===== src/rtl/clt_pkg.sv =====
`timescale 1ns / 1ps

package clt_pkg;

   localparam int KW_COUNT = 5;
   localparam int KW_SLOTS = 5;

   localparam logic [4:0] KIND_IDENT   = 5'd0;
   localparam logic [4:0] KIND_NUMBER  = 5'd6;
   localparam logic [4:0] KIND_PLUS    = 5'd7;
   localparam logic [4:0] KIND_MINUS   = 5'd8;
   localparam logic [4:0] KIND_STAR    = 5'd9;
   localparam logic [4:0] KIND_SLASH   = 5'd10;
   localparam logic [4:0] KIND_COMMENT = 5'd11;
   localparam logic [4:0] KIND_ASSIGN  = 5'd12;
   localparam logic [4:0] KIND_EQEQ    = 5'd13;
   localparam logic [4:0] KIND_NOT     = 5'd14;
   localparam logic [4:0] KIND_NEQ     = 5'd15;
   localparam logic [4:0] KIND_LT      = 5'd16;
   localparam logic [4:0] KIND_LE      = 5'd17;
   localparam logic [4:0] KIND_GT      = 5'd18;
   localparam logic [4:0] KIND_GE      = 5'd19;
   localparam logic [4:0] KIND_SEMI    = 5'd20;
   localparam logic [4:0] KIND_LPAREN  = 5'd21;
   localparam logic [4:0] KIND_RPAREN  = 5'd22;
   localparam logic [4:0] KIND_LBRACE  = 5'd23;
   localparam logic [4:0] KIND_RBRACE  = 5'd24;
   localparam logic [4:0] KIND_END     = 5'd25;
   localparam logic [4:0] KIND_ERROR   = 5'd26;

   localparam logic [4:0] KIND_KW_FIRST = 5'd1;
   localparam logic [4:0] KIND_KW_LAST  = 5'd5;

   typedef logic [KW_SLOTS-1:0][7:0] kw_text_type;

   localparam kw_text_type KW_TEXT [KW_COUNT] = '{
      {8'h00, "n", "i", "a", "m"},
      {8'h00, 8'h00, 8'h00, "f", "i"},
      {8'h00, "e", "s", "l", "e"},
      {8'h00, 8'h00, 8'h00, "o", "d"},
      {"e", "l", "i", "h", "w"}
   };
   localparam logic [7:0] KW_LEN [KW_COUNT] = '{8'd4, 8'd2, 8'd4, 8'd2, 8'd5};

   typedef struct packed {
      logic        last;
      logic [15:0] start_column;
      logic [15:0] start_line;
      logic [7:0]  token_length;
      logic [4:0]  kind;
   } token_type;

endpackage


===== src/rtl/c_like_lexer_tokenizer.sv =====
`timescale 1ns / 1ps

// channel   | dir | payload
// req_      | in  | tdata[7:0] ch
// rsp_      | out | tdata[4:0] kind, [12:5] token_length, [28:13] start_line,
//           |     | [44:29] start_column, tlast last
//
// one byte per cycle while req_tready is high; the lexer step is one pass of
// logic from the state registers into a two-entry result buffer
// a byte that yields two tokens blocks the next byte while the
// second token drains
// req_tready follows reset, the buffer and rsp_tready, never req_tvalid
// synchronous reset clears the lexer state, position counters and buffer

module c_like_lexer_tokenizer
   import clt_pkg::*;
#(
   parameter int MAX_TOKEN_LENGTH = 255
) (
   input  logic        clock,
   input  logic        reset,
   input  logic        req_tvalid,
   output logic        req_tready,
   input  logic [7:0]  req_tdata,   // ch
   output logic        rsp_tvalid,
   input  logic        rsp_tready,
   output logic [47:0] rsp_tdata,   // kind, token_length, start_line, start_column, pad
   output logic        rsp_tlast    // last
);

   localparam logic [7:0] LEN_LIMIT = (MAX_TOKEN_LENGTH < 255) ? 8'(MAX_TOKEN_LENGTH) : 8'd255;

   localparam logic [4:0] ST_IDLE     = 5'd0;
   localparam logic [4:0] ST_IDENT    = 5'd1;
   localparam logic [4:0] ST_SIGN     = 5'd2;
   localparam logic [4:0] ST_INT      = 5'd3;
   localparam logic [4:0] ST_DOT      = 5'd4;
   localparam logic [4:0] ST_FRAC     = 5'd5;
   localparam logic [4:0] ST_EXP      = 5'd6;
   localparam logic [4:0] ST_EXPSIGN  = 5'd7;
   localparam logic [4:0] ST_EXPDIG   = 5'd8;
   localparam logic [4:0] ST_EXPDOT   = 5'd9;
   localparam logic [4:0] ST_EXPFRAC  = 5'd10;
   localparam logic [4:0] ST_SLASH    = 5'd11;
   localparam logic [4:0] ST_COMM     = 5'd12;
   localparam logic [4:0] ST_COMMSTAR = 5'd13;
   localparam logic [4:0] ST_EQ       = 5'd14;
   localparam logic [4:0] ST_BANG     = 5'd15;
   localparam logic [4:0] ST_LT       = 5'd16;
   localparam logic [4:0] ST_GT       = 5'd17;

   logic [4:0]  st_ff, st_in;
   logic        sign_ff, sign_in;
   logic [7:0]  len_ff, len_in;
   kw_text_type kw_ff, kw_in;
   logic [15:0] line_ff, line_in;
   logic [15:0] col_ff, col_in;
   logic [15:0] tsl_ff, tsl_in;
   logic [15:0] tsc_ff, tsc_in;
   logic        minus_ff, minus_in;

   token_type   s0_ff, s0_in, s1_ff, s1_in;
   logic        v0_ff, v0_in, v1_ff, v1_in;

   logic        acc, pop;
   logic [7:0]  c;
   logic        dig, letter, ee;
   logic [7:0]  len_grow;
   logic [4:0]  kw_kind;
   logic [4:0]  one_kind;
   logic        redo, emit_a, emit_b;
   logic [4:0]  kind_a, kind_b;
   logic [7:0]  len_a;
   token_type   tok_a, tok_b;

   assign c      = req_tdata;
   assign dig    = (c >= "0") && (c <= "9");
   assign letter = ((c >= "A") && (c <= "Z")) || ((c >= "a") && (c <= "z"));
   assign ee     = (c == "e") || (c == "E");
   assign len_grow = (len_ff < LEN_LIMIT) ? len_ff + 8'd1 : len_ff;

   assign req_tready = !reset && !v1_ff && (!v0_ff || rsp_tready);
   assign acc = req_tvalid && req_tready;
   assign pop = rsp_tvalid && rsp_tready;

   always_comb begin
      kw_kind = KIND_IDENT;
      for (int k = KW_COUNT - 1; k >= 0; k--) begin
         logic hit;
         hit = (len_ff == KW_LEN[k]);
         for (int j = 0; j < KW_SLOTS; j++) begin
            if ((8'(j) < KW_LEN[k]) && (kw_ff[j] != KW_TEXT[k][j])) begin
               hit = 1'b0;
            end
         end
         if (hit) begin
            kw_kind = KIND_KW_FIRST + 5'(k);
         end
      end
   end

   always_comb begin
      case (st_ff)
         ST_EQ:   one_kind = KIND_ASSIGN;
         ST_BANG: one_kind = KIND_NOT;
         ST_LT:   one_kind = KIND_LT;
         default: one_kind = KIND_GT;
      endcase
   end

   always_comb begin
      st_in    = st_ff;
      sign_in  = sign_ff;
      len_in   = len_ff;
      kw_in    = kw_ff;
      tsl_in   = tsl_ff;
      tsc_in   = tsc_ff;
      minus_in = minus_ff;
      redo     = 1'b0;
      emit_a   = 1'b0;
      kind_a   = KIND_ERROR;
      len_a    = len_ff;
      emit_b   = 1'b0;
      kind_b   = KIND_ERROR;

      // position of this byte
      if (c == 8'h0a) begin
         line_in = (line_ff != 16'hffff) ? line_ff + 16'd1 : line_ff;
         col_in  = 16'd0;
      end else begin
         line_in = line_ff;
         col_in  = (col_ff != 16'hffff) ? col_ff + 16'd1 : col_ff;
      end

      case (st_ff)
         ST_IDENT: begin
            if (letter || dig) begin
               if (len_ff < 8'(KW_SLOTS)) begin
                  kw_in[len_ff[2:0]] = c;
               end
               len_in = len_grow;
            end else begin
               emit_a = 1'b1; kind_a = kw_kind; sign_in = 1'b0; redo = 1'b1;
            end
         end
         ST_SIGN: begin
            if (dig && sign_ff) begin
               st_in = ST_INT; len_in = len_grow;
            end else begin
               emit_a = 1'b1; kind_a = minus_ff ? KIND_MINUS : KIND_PLUS; len_a = 8'd1;
               sign_in = 1'b1; redo = 1'b1;
            end
         end
         ST_INT, ST_FRAC: begin
            if (dig) begin
               len_in = len_grow;
            end else if (ee) begin
               st_in = ST_EXP; len_in = len_grow;
            end else if ((c == ".") && (st_ff == ST_INT)) begin
               st_in = ST_DOT; len_in = len_grow;
            end else begin
               emit_a = 1'b1; kind_a = KIND_NUMBER; sign_in = 1'b0; redo = 1'b1;
            end
         end
         ST_DOT, ST_EXPSIGN, ST_EXPDOT: begin
            if (dig) begin
               st_in = (st_ff == ST_DOT) ? ST_FRAC :
                       (st_ff == ST_EXPSIGN) ? ST_EXPDIG : ST_EXPFRAC;
               len_in = len_grow;
            end else begin
               emit_a = 1'b1; kind_a = KIND_ERROR; sign_in = 1'b0; redo = 1'b1;
            end
         end
         ST_EXP: begin
            if ((c == "+") || (c == "-")) begin
               st_in = ST_EXPSIGN; len_in = len_grow;
            end else if (dig) begin
               st_in = ST_EXPDIG; len_in = len_grow;
            end else begin
               emit_a = 1'b1; kind_a = KIND_ERROR; len_a = len_ff - 8'd1;
               sign_in = 1'b0; redo = 1'b1;
            end
         end
         ST_EXPDIG, ST_EXPFRAC: begin
            if (dig) begin
               len_in = len_grow;
            end else if ((c == ".") && (st_ff == ST_EXPDIG)) begin
               st_in = ST_EXPDOT; len_in = len_grow;
            end else begin
               emit_a = 1'b1; kind_a = KIND_NUMBER; sign_in = 1'b0; redo = 1'b1;
            end
         end
         ST_SLASH: begin
            if (c == "*") begin
               st_in = ST_COMM; len_in = len_grow;
            end else begin
               emit_a = 1'b1; kind_a = KIND_SLASH; len_a = 8'd1; sign_in = 1'b1; redo = 1'b1;
            end
         end
         ST_COMM, ST_COMMSTAR: begin
            if (c == "#") begin
               emit_a = 1'b1; kind_a = KIND_ERROR; redo = 1'b1;
            end else if ((c == "/") && (st_ff == ST_COMMSTAR)) begin
               len_in = len_grow;
               emit_a = 1'b1; kind_a = KIND_COMMENT; len_a = len_grow; st_in = ST_IDLE;
            end else begin
               len_in = len_grow;
               st_in = (c == "*") ? ST_COMMSTAR : ST_COMM;
            end
         end
         ST_EQ, ST_BANG, ST_LT, ST_GT: begin
            if (c == "=") begin
               emit_a = 1'b1; kind_a = one_kind + 5'd1; len_a = 8'd2; st_in = ST_IDLE;
            end else begin
               emit_a = 1'b1; kind_a = one_kind; len_a = 8'd1;
               if (one_kind == KIND_ASSIGN) begin
                  sign_in = 1'b1;
               end
               redo = 1'b1;
            end
         end
         default: begin
            redo = 1'b1;
         end
      endcase

      // byte taken again from the idle state
      if (redo) begin
         st_in = ST_IDLE;
         if (!((c == " ") || (c == 8'h0a) || (c == 8'h09))) begin
            len_in   = 8'd1;
            tsl_in   = line_in;
            tsc_in   = col_in;
            kw_in[0] = c;
            if (letter) begin
               st_in = ST_IDENT;
            end else if (dig) begin
               sign_in = 1'b1; st_in = ST_INT;
            end else begin
               case (c)
                  "+", "-": begin
                     minus_in = (c == "-"); st_in = ST_SIGN;
                  end
                  "/": st_in = ST_SLASH;
                  "=": st_in = ST_EQ;
                  "!": st_in = ST_BANG;
                  "<": st_in = ST_LT;
                  ">": st_in = ST_GT;
                  "*": begin
                     sign_in = 1'b1; emit_b = 1'b1; kind_b = KIND_STAR;
                  end
                  ";": begin
                     emit_b = 1'b1; kind_b = KIND_SEMI;
                  end
                  "(": begin
                     sign_in = 1'b1; emit_b = 1'b1; kind_b = KIND_LPAREN;
                  end
                  ")": begin
                     sign_in = 1'b0; emit_b = 1'b1; kind_b = KIND_RPAREN;
                  end
                  "{": begin
                     sign_in = 1'b0; emit_b = 1'b1; kind_b = KIND_LBRACE;
                  end
                  "}": begin
                     sign_in = 1'b0; emit_b = 1'b1; kind_b = KIND_RBRACE;
                  end
                  "#": begin
                     emit_b = 1'b1; kind_b = KIND_END;
                  end
                  default: begin
                     emit_b = 1'b1; kind_b = KIND_ERROR;
                  end
               endcase
            end
         end
      end
   end

   always_comb begin
      tok_a.kind         = kind_a;
      tok_a.token_length = len_a;
      tok_a.start_line   = tsl_ff;
      tok_a.start_column = tsc_ff;
      tok_a.last         = !emit_b;
      tok_b.kind         = kind_b;
      tok_b.token_length = 8'd1;
      tok_b.start_line   = line_in;
      tok_b.start_column = col_in;
      tok_b.last         = 1'b1;
   end

   // result buffer
   always_comb begin
      s0_in = s0_ff;
      s1_in = s1_ff;
      v0_in = v0_ff;
      v1_in = v1_ff;
      if (acc) begin
         v0_in = emit_a || emit_b;
         v1_in = emit_a && emit_b;
         s0_in = emit_a ? tok_a : tok_b;
         s1_in = tok_b;
      end else if (pop) begin
         s0_in = s1_ff;
         v0_in = v1_ff;
         v1_in = 1'b0;
      end
   end

   always_ff @(posedge clock) begin
      if (reset) begin
         st_ff    <= ST_IDLE;
         sign_ff  <= 1'b1;
         len_ff   <= 8'd0;
         line_ff  <= 16'd1;
         col_ff   <= 16'd0;
         tsl_ff   <= 16'd1;
         tsc_ff   <= 16'd0;
         minus_ff <= 1'b0;
         v0_ff    <= 1'b0;
         v1_ff    <= 1'b0;
      end else begin
         if (acc) begin
            st_ff    <= st_in;
            sign_ff  <= sign_in;
            len_ff   <= len_in;
            line_ff  <= line_in;
            col_ff   <= col_in;
            tsl_ff   <= tsl_in;
            tsc_ff   <= tsc_in;
            minus_ff <= minus_in;
         end
         v0_ff <= v0_in;
         v1_ff <= v1_in;
      end
   end

   always_ff @(posedge clock) begin
      if (acc) begin
         kw_ff <= kw_in;
      end
      s0_ff <= s0_in;
      s1_ff <= s1_in;
   end

   assign rsp_tvalid = v0_ff;
   assign rsp_tdata  = {3'b000, s0_ff.start_column, s0_ff.start_line,
                        s0_ff.token_length, s0_ff.kind};
   assign rsp_tlast  = s0_ff.last;

endmodule


===== config.mk =====
export PLATFORM = sky130hd
export DESIGN_NAME = c_like_lexer_tokenizer
export DESIGN_NICKNAME = d
export VERILOG_FILES = /design/src/rtl/clt_pkg.sv /design/src/rtl/c_like_lexer_tokenizer.sv
export SDC_FILE = /design/constraint.sdc
export NUM_CORES = 1
export LEC_CHECK = 0
export BUFFER_PORTS_ARGS = -buffer_cell sky130_fd_sc_hd__buf_4
export CORE_MARGIN = 2
export CORE_UTILIZATION = 56
export DETAILED_ROUTE_END_ITERATION = 12
export PLACE_DENSITY_LB_ADDON = 0.05
export SLEW_MARGIN = 40
export SYNTH_ARGS = -nofsm -noshare
export SYNTH_HDL_FRONTEND = slang
export SYNTH_SLANG_ARGS = --single-unit

===== constraint.sdc =====
create_clock -name clock -period 2.9 [get_ports clock]
set_input_delay 0.145 -clock clock [delete_from_list [all_inputs] [get_ports clock]]
set_output_delay 0.145 -clock clock [all_outputs]
set_load 0.01 [all_outputs]

==> results list <==
* H-tree depth: 1
- Largest driver fanout on the critical path: 12
* Crit. path cell count: 8
* Pwr Total: 0.00702 W
* Total wirelength of the detailed-routed design: 29.8 mm
* Vias: 9564
- CTS tree: done
- The run finished with clean final reports.
- The signal on the critical path passes through or4bb_4 -> nor4_4 -> o32ai_2 -> o31a_1 -> or4_4 -> clkbuf_16 -> mux2i_1 -> o21ai_1.
- Leakage: 4.50 nW
- In the synthesized netlist, the number of instances is between 1k and 1.5k.
- Post-route fraction of the period consumed by the critical path: 97.0%
- Filler instances: 1489
- For the pin with the worst max-slew slack, the measured transition is 722 ps.
- Area added between synthesis and finish: 20.3%
- Setup violations remaining at the end of the flow were counted as 0.
* Setup repair after global routing missed its margin: false
- Fmax achieved: roughly 0.36 GHz
- Die footprint: 20300 µm²
* Setup slack of the most critical reg-to-reg path: 90 ps
- The number of antenna diodes in the final layout is 0.
- Via count of the first global-routing pass: 8738
* Arrival time at the worst endpoint: about 3000 ps
* Antenna violation net count after detailed routing: 0
- Dividing the detail-routed via count by the number of cells gives 6.28.
- Standard-cell rows: 50
- Launching element type of the critical path: register
- Together, buffers and inverters on the worst path number 1.
- Busiest grt layer: met2
- On the critical path the largest part of the delay comes from simple AND/OR/NAND/NOR gates.
* Count of flip-flops with a built-in enable after synthesis: 123
- Detail-routed net length per standard cell: 19.6 µm
- Entering global routing, the biggest net connects 74 pins.
* Placed standard-cell area: between 10000 and 15000 µm²
- Crit Reg-Reg Endpoint: rsp_tdata[31]
- The number of clock buffers added by TritonCTS is 22.
- Clock transition at the register clock pins on the worst setup and hold paths after CTS: 60 ps
* Top cell type by total area after synthesis: edfxtp_1
- Reg2reg start: st_ff[0]
- Clock latency on the worst-skew pair: about 500 ps
- After routing the design area is ~13000 µm².
- Of the post-synthesis cell area, the dominant cell type holds 34.4%.
- Most frequent cells in the layout: nand2_1, buf_4, edfxtp_1, a21oi_1, dfxtp_1
- Worst min path class: in -> reg
- Max-cap violations in this run came to 0.
- The largest individual stage delay along the critical path comes from the cell or4bb_4.
* Pwr per Cell Area: 544 nW/µm²
* Number of top-level pins: 63
* Most frequently used flop master after synthesis: edfxtp_1
* Grt met1 use: 41.8%
- Type of the worst setup path: reg -> reg
* Clock Sink Count: 204
- R2R depth: 8
* Worst relative slew slack: between 50% and 60%
- First-pass GRT wire length: 46.4 mm
* Worst Clk Skew: ~10 ps
- Met2 track demand over resource: 44.7%
- At the end of the flow, the number of nets in the layout was 1292.
- Most common library cell in the layout ignoring fill and taps: nand2_1
- The floorplan step defined a core boundary enclosing 18800 µm².
- Of the synthesized area, sequential elements account for 49.5%.
- The worst setup path is captured at a register.
- Starting density of the core: 57.2%
- For the worst setup path, the data required time is 3120 ps.
* Initial antenna violation count: 0
* Final period demand of the worst path: 2810 ps
- Overall die width: 142 µm
- During synthesis, Yosys emitted a total of 0 warnings.
* Number of synthesized register bits: 204
* Critical path startpoint: st_ff[0]
- In this run the clock root is driven by a clkbuf_16.
* Final standard cell utilization of the core: 68.8%
- Drt first-iter violations: ~900
* Vertical die dimension: roughly 140 µm
- Post-synthesis cell type count: 76
- Number of detailed-route iterations in the first pass: 5
* HPWL after detailed placement: 20.1 mm
- The total count of hold-check failures in the final report came to 0.
* Fraction of layout cells with a size suffix above 1: 18.5%
* Slowest cell delay on critical path: 540 ps
- A synthesized cell averages 9.26 µm².
- Endpoint of the worst setup timing path: rsp_tdata[31]
* Final estimated routing congestion in global placement: roughly 1
* Post-synthesis async set-or-reset flop share: 0%
* Clock Tree Buf Depth: 3
- Cell area after technology mapping: around 11000 µm²
* Met3 GRT Util: under 10%
- After synthesis, the cell types taking the most area are edfxtp_1, dfxtp_1, nand2_1.
* Number of port buffers: 59
* Max-slew violation total from the final report: 0
* VDD IR-drop max: ~0.45 mV
- For this run the aggregate overflow at the end of global routing stands at 0.
* GR Util All Layers: 28.7%
* # DRC: 0
-- routing by layer --
metal  part of all wire (%)  vias up
met5                      0        -
met4                    2.6        0
met3                    7.6       64
met2                     45      402
met1                     45     4589
li1                       -     4509
-- cell usage after synthesis (18+ instances only) --
cell type and number:
nand3_1 49, o21ai_0 25, dfxtp_1 81, nor3_1 44, nand2_1 189, a31oi_1 18, nand4_1 19, edfxtp_1 123
a21oi_1 91, clkbuf_1 71, mux2i_1 37, nor2_1 74, inv_1 20, o21ai_1 38
-- report_power, final --
part | total, W | internal (W) | switching, W
registers | 0.00324 | 0.00319 | 0.0000454
clock network | 0.00282 | 0.00174 | 0.00107
logic | 0.000969 | 0.000381 | 0.000588
-- timing repair --
action	in CTS	in global routing
resized for setup	2	12
hold buffers	1	0
pin swaps	0	2
buffers inserted	0	1
cloned	0	1
endpoints found under the hold margin	1	0
endpoints found under the setup margin	48	47
-- state kept, by name (all words and copies together), names as in the netlist, 5 cells and up --
name / cells
col_ff: 16
kw_ff: 40
len_ff: 8
line_ff: 16
rsp_tdata: 45
s1_ff: 37
st_ff: 5
tsc_ff: 16
tsl_ff: 16
-- logic make-up (layout without fill, tap and decap cells) --
kind of cell,Yosys count,count (layout),synth area share (%)
flip-flops,204,204,49.5
adder cells (fa/ha/maj),7,7,0.816
buffers and inverters,105,232,4.10
AO/OA/AOI/OAI,263,263,15.2
multiplexers,49,49,4.71
AND/OR/NAND/NOR,501,501,23.2
other,1,3,0.0349
XOR/XNOR,29,29,2.37
-- final cells by class --
class	instances	area, µm²	area share [%]
timing repair buffer	173	1430	11.1
sequential	204	5320	41.2
inverter	20	75.1	0.581
tap	234	293	2.27
clock buffer	31	616	4.77
clock inverter	8	115	0.891
multi-input combinational	852	5070	39.3
-- per-stage QoR --
step / cells / setup TNS, ps / hold WS [ps] / setup slack, ps
2_1_floorplan: 1161 / -1890 / 244 / -94.4
3_3_place_gp: 1480 / -6590 / 442 / -199
3_5_place_dp: 1480 / -8440 / 447 / -229
4_1_cts: 1520 / 0 / 15.7 / 21.3
5_1_grt: 1522 / 0 / 28.8 / 8.68
6_report: 1522 / 0 / 33.0 / 86.6
-- how the worst min path moves through the flow --
stage,start,to,slack [ps],cells after the start
global route,req_tdata[2],kw_ff[34],30,2
detailed placement,tsl_ff[15],tsl_ff[15],450,2
floorplan,req_tdata[2],kw_ff[10],240,0
finish,req_tdata[2],kw_ff[34],30,2
global placement,tsl_ff[2],tsl_ff[2],440,2
CTS,req_tdata[2],kw_ff[34],20,2
Note: power is estimated with default switching activity, not from simulation.
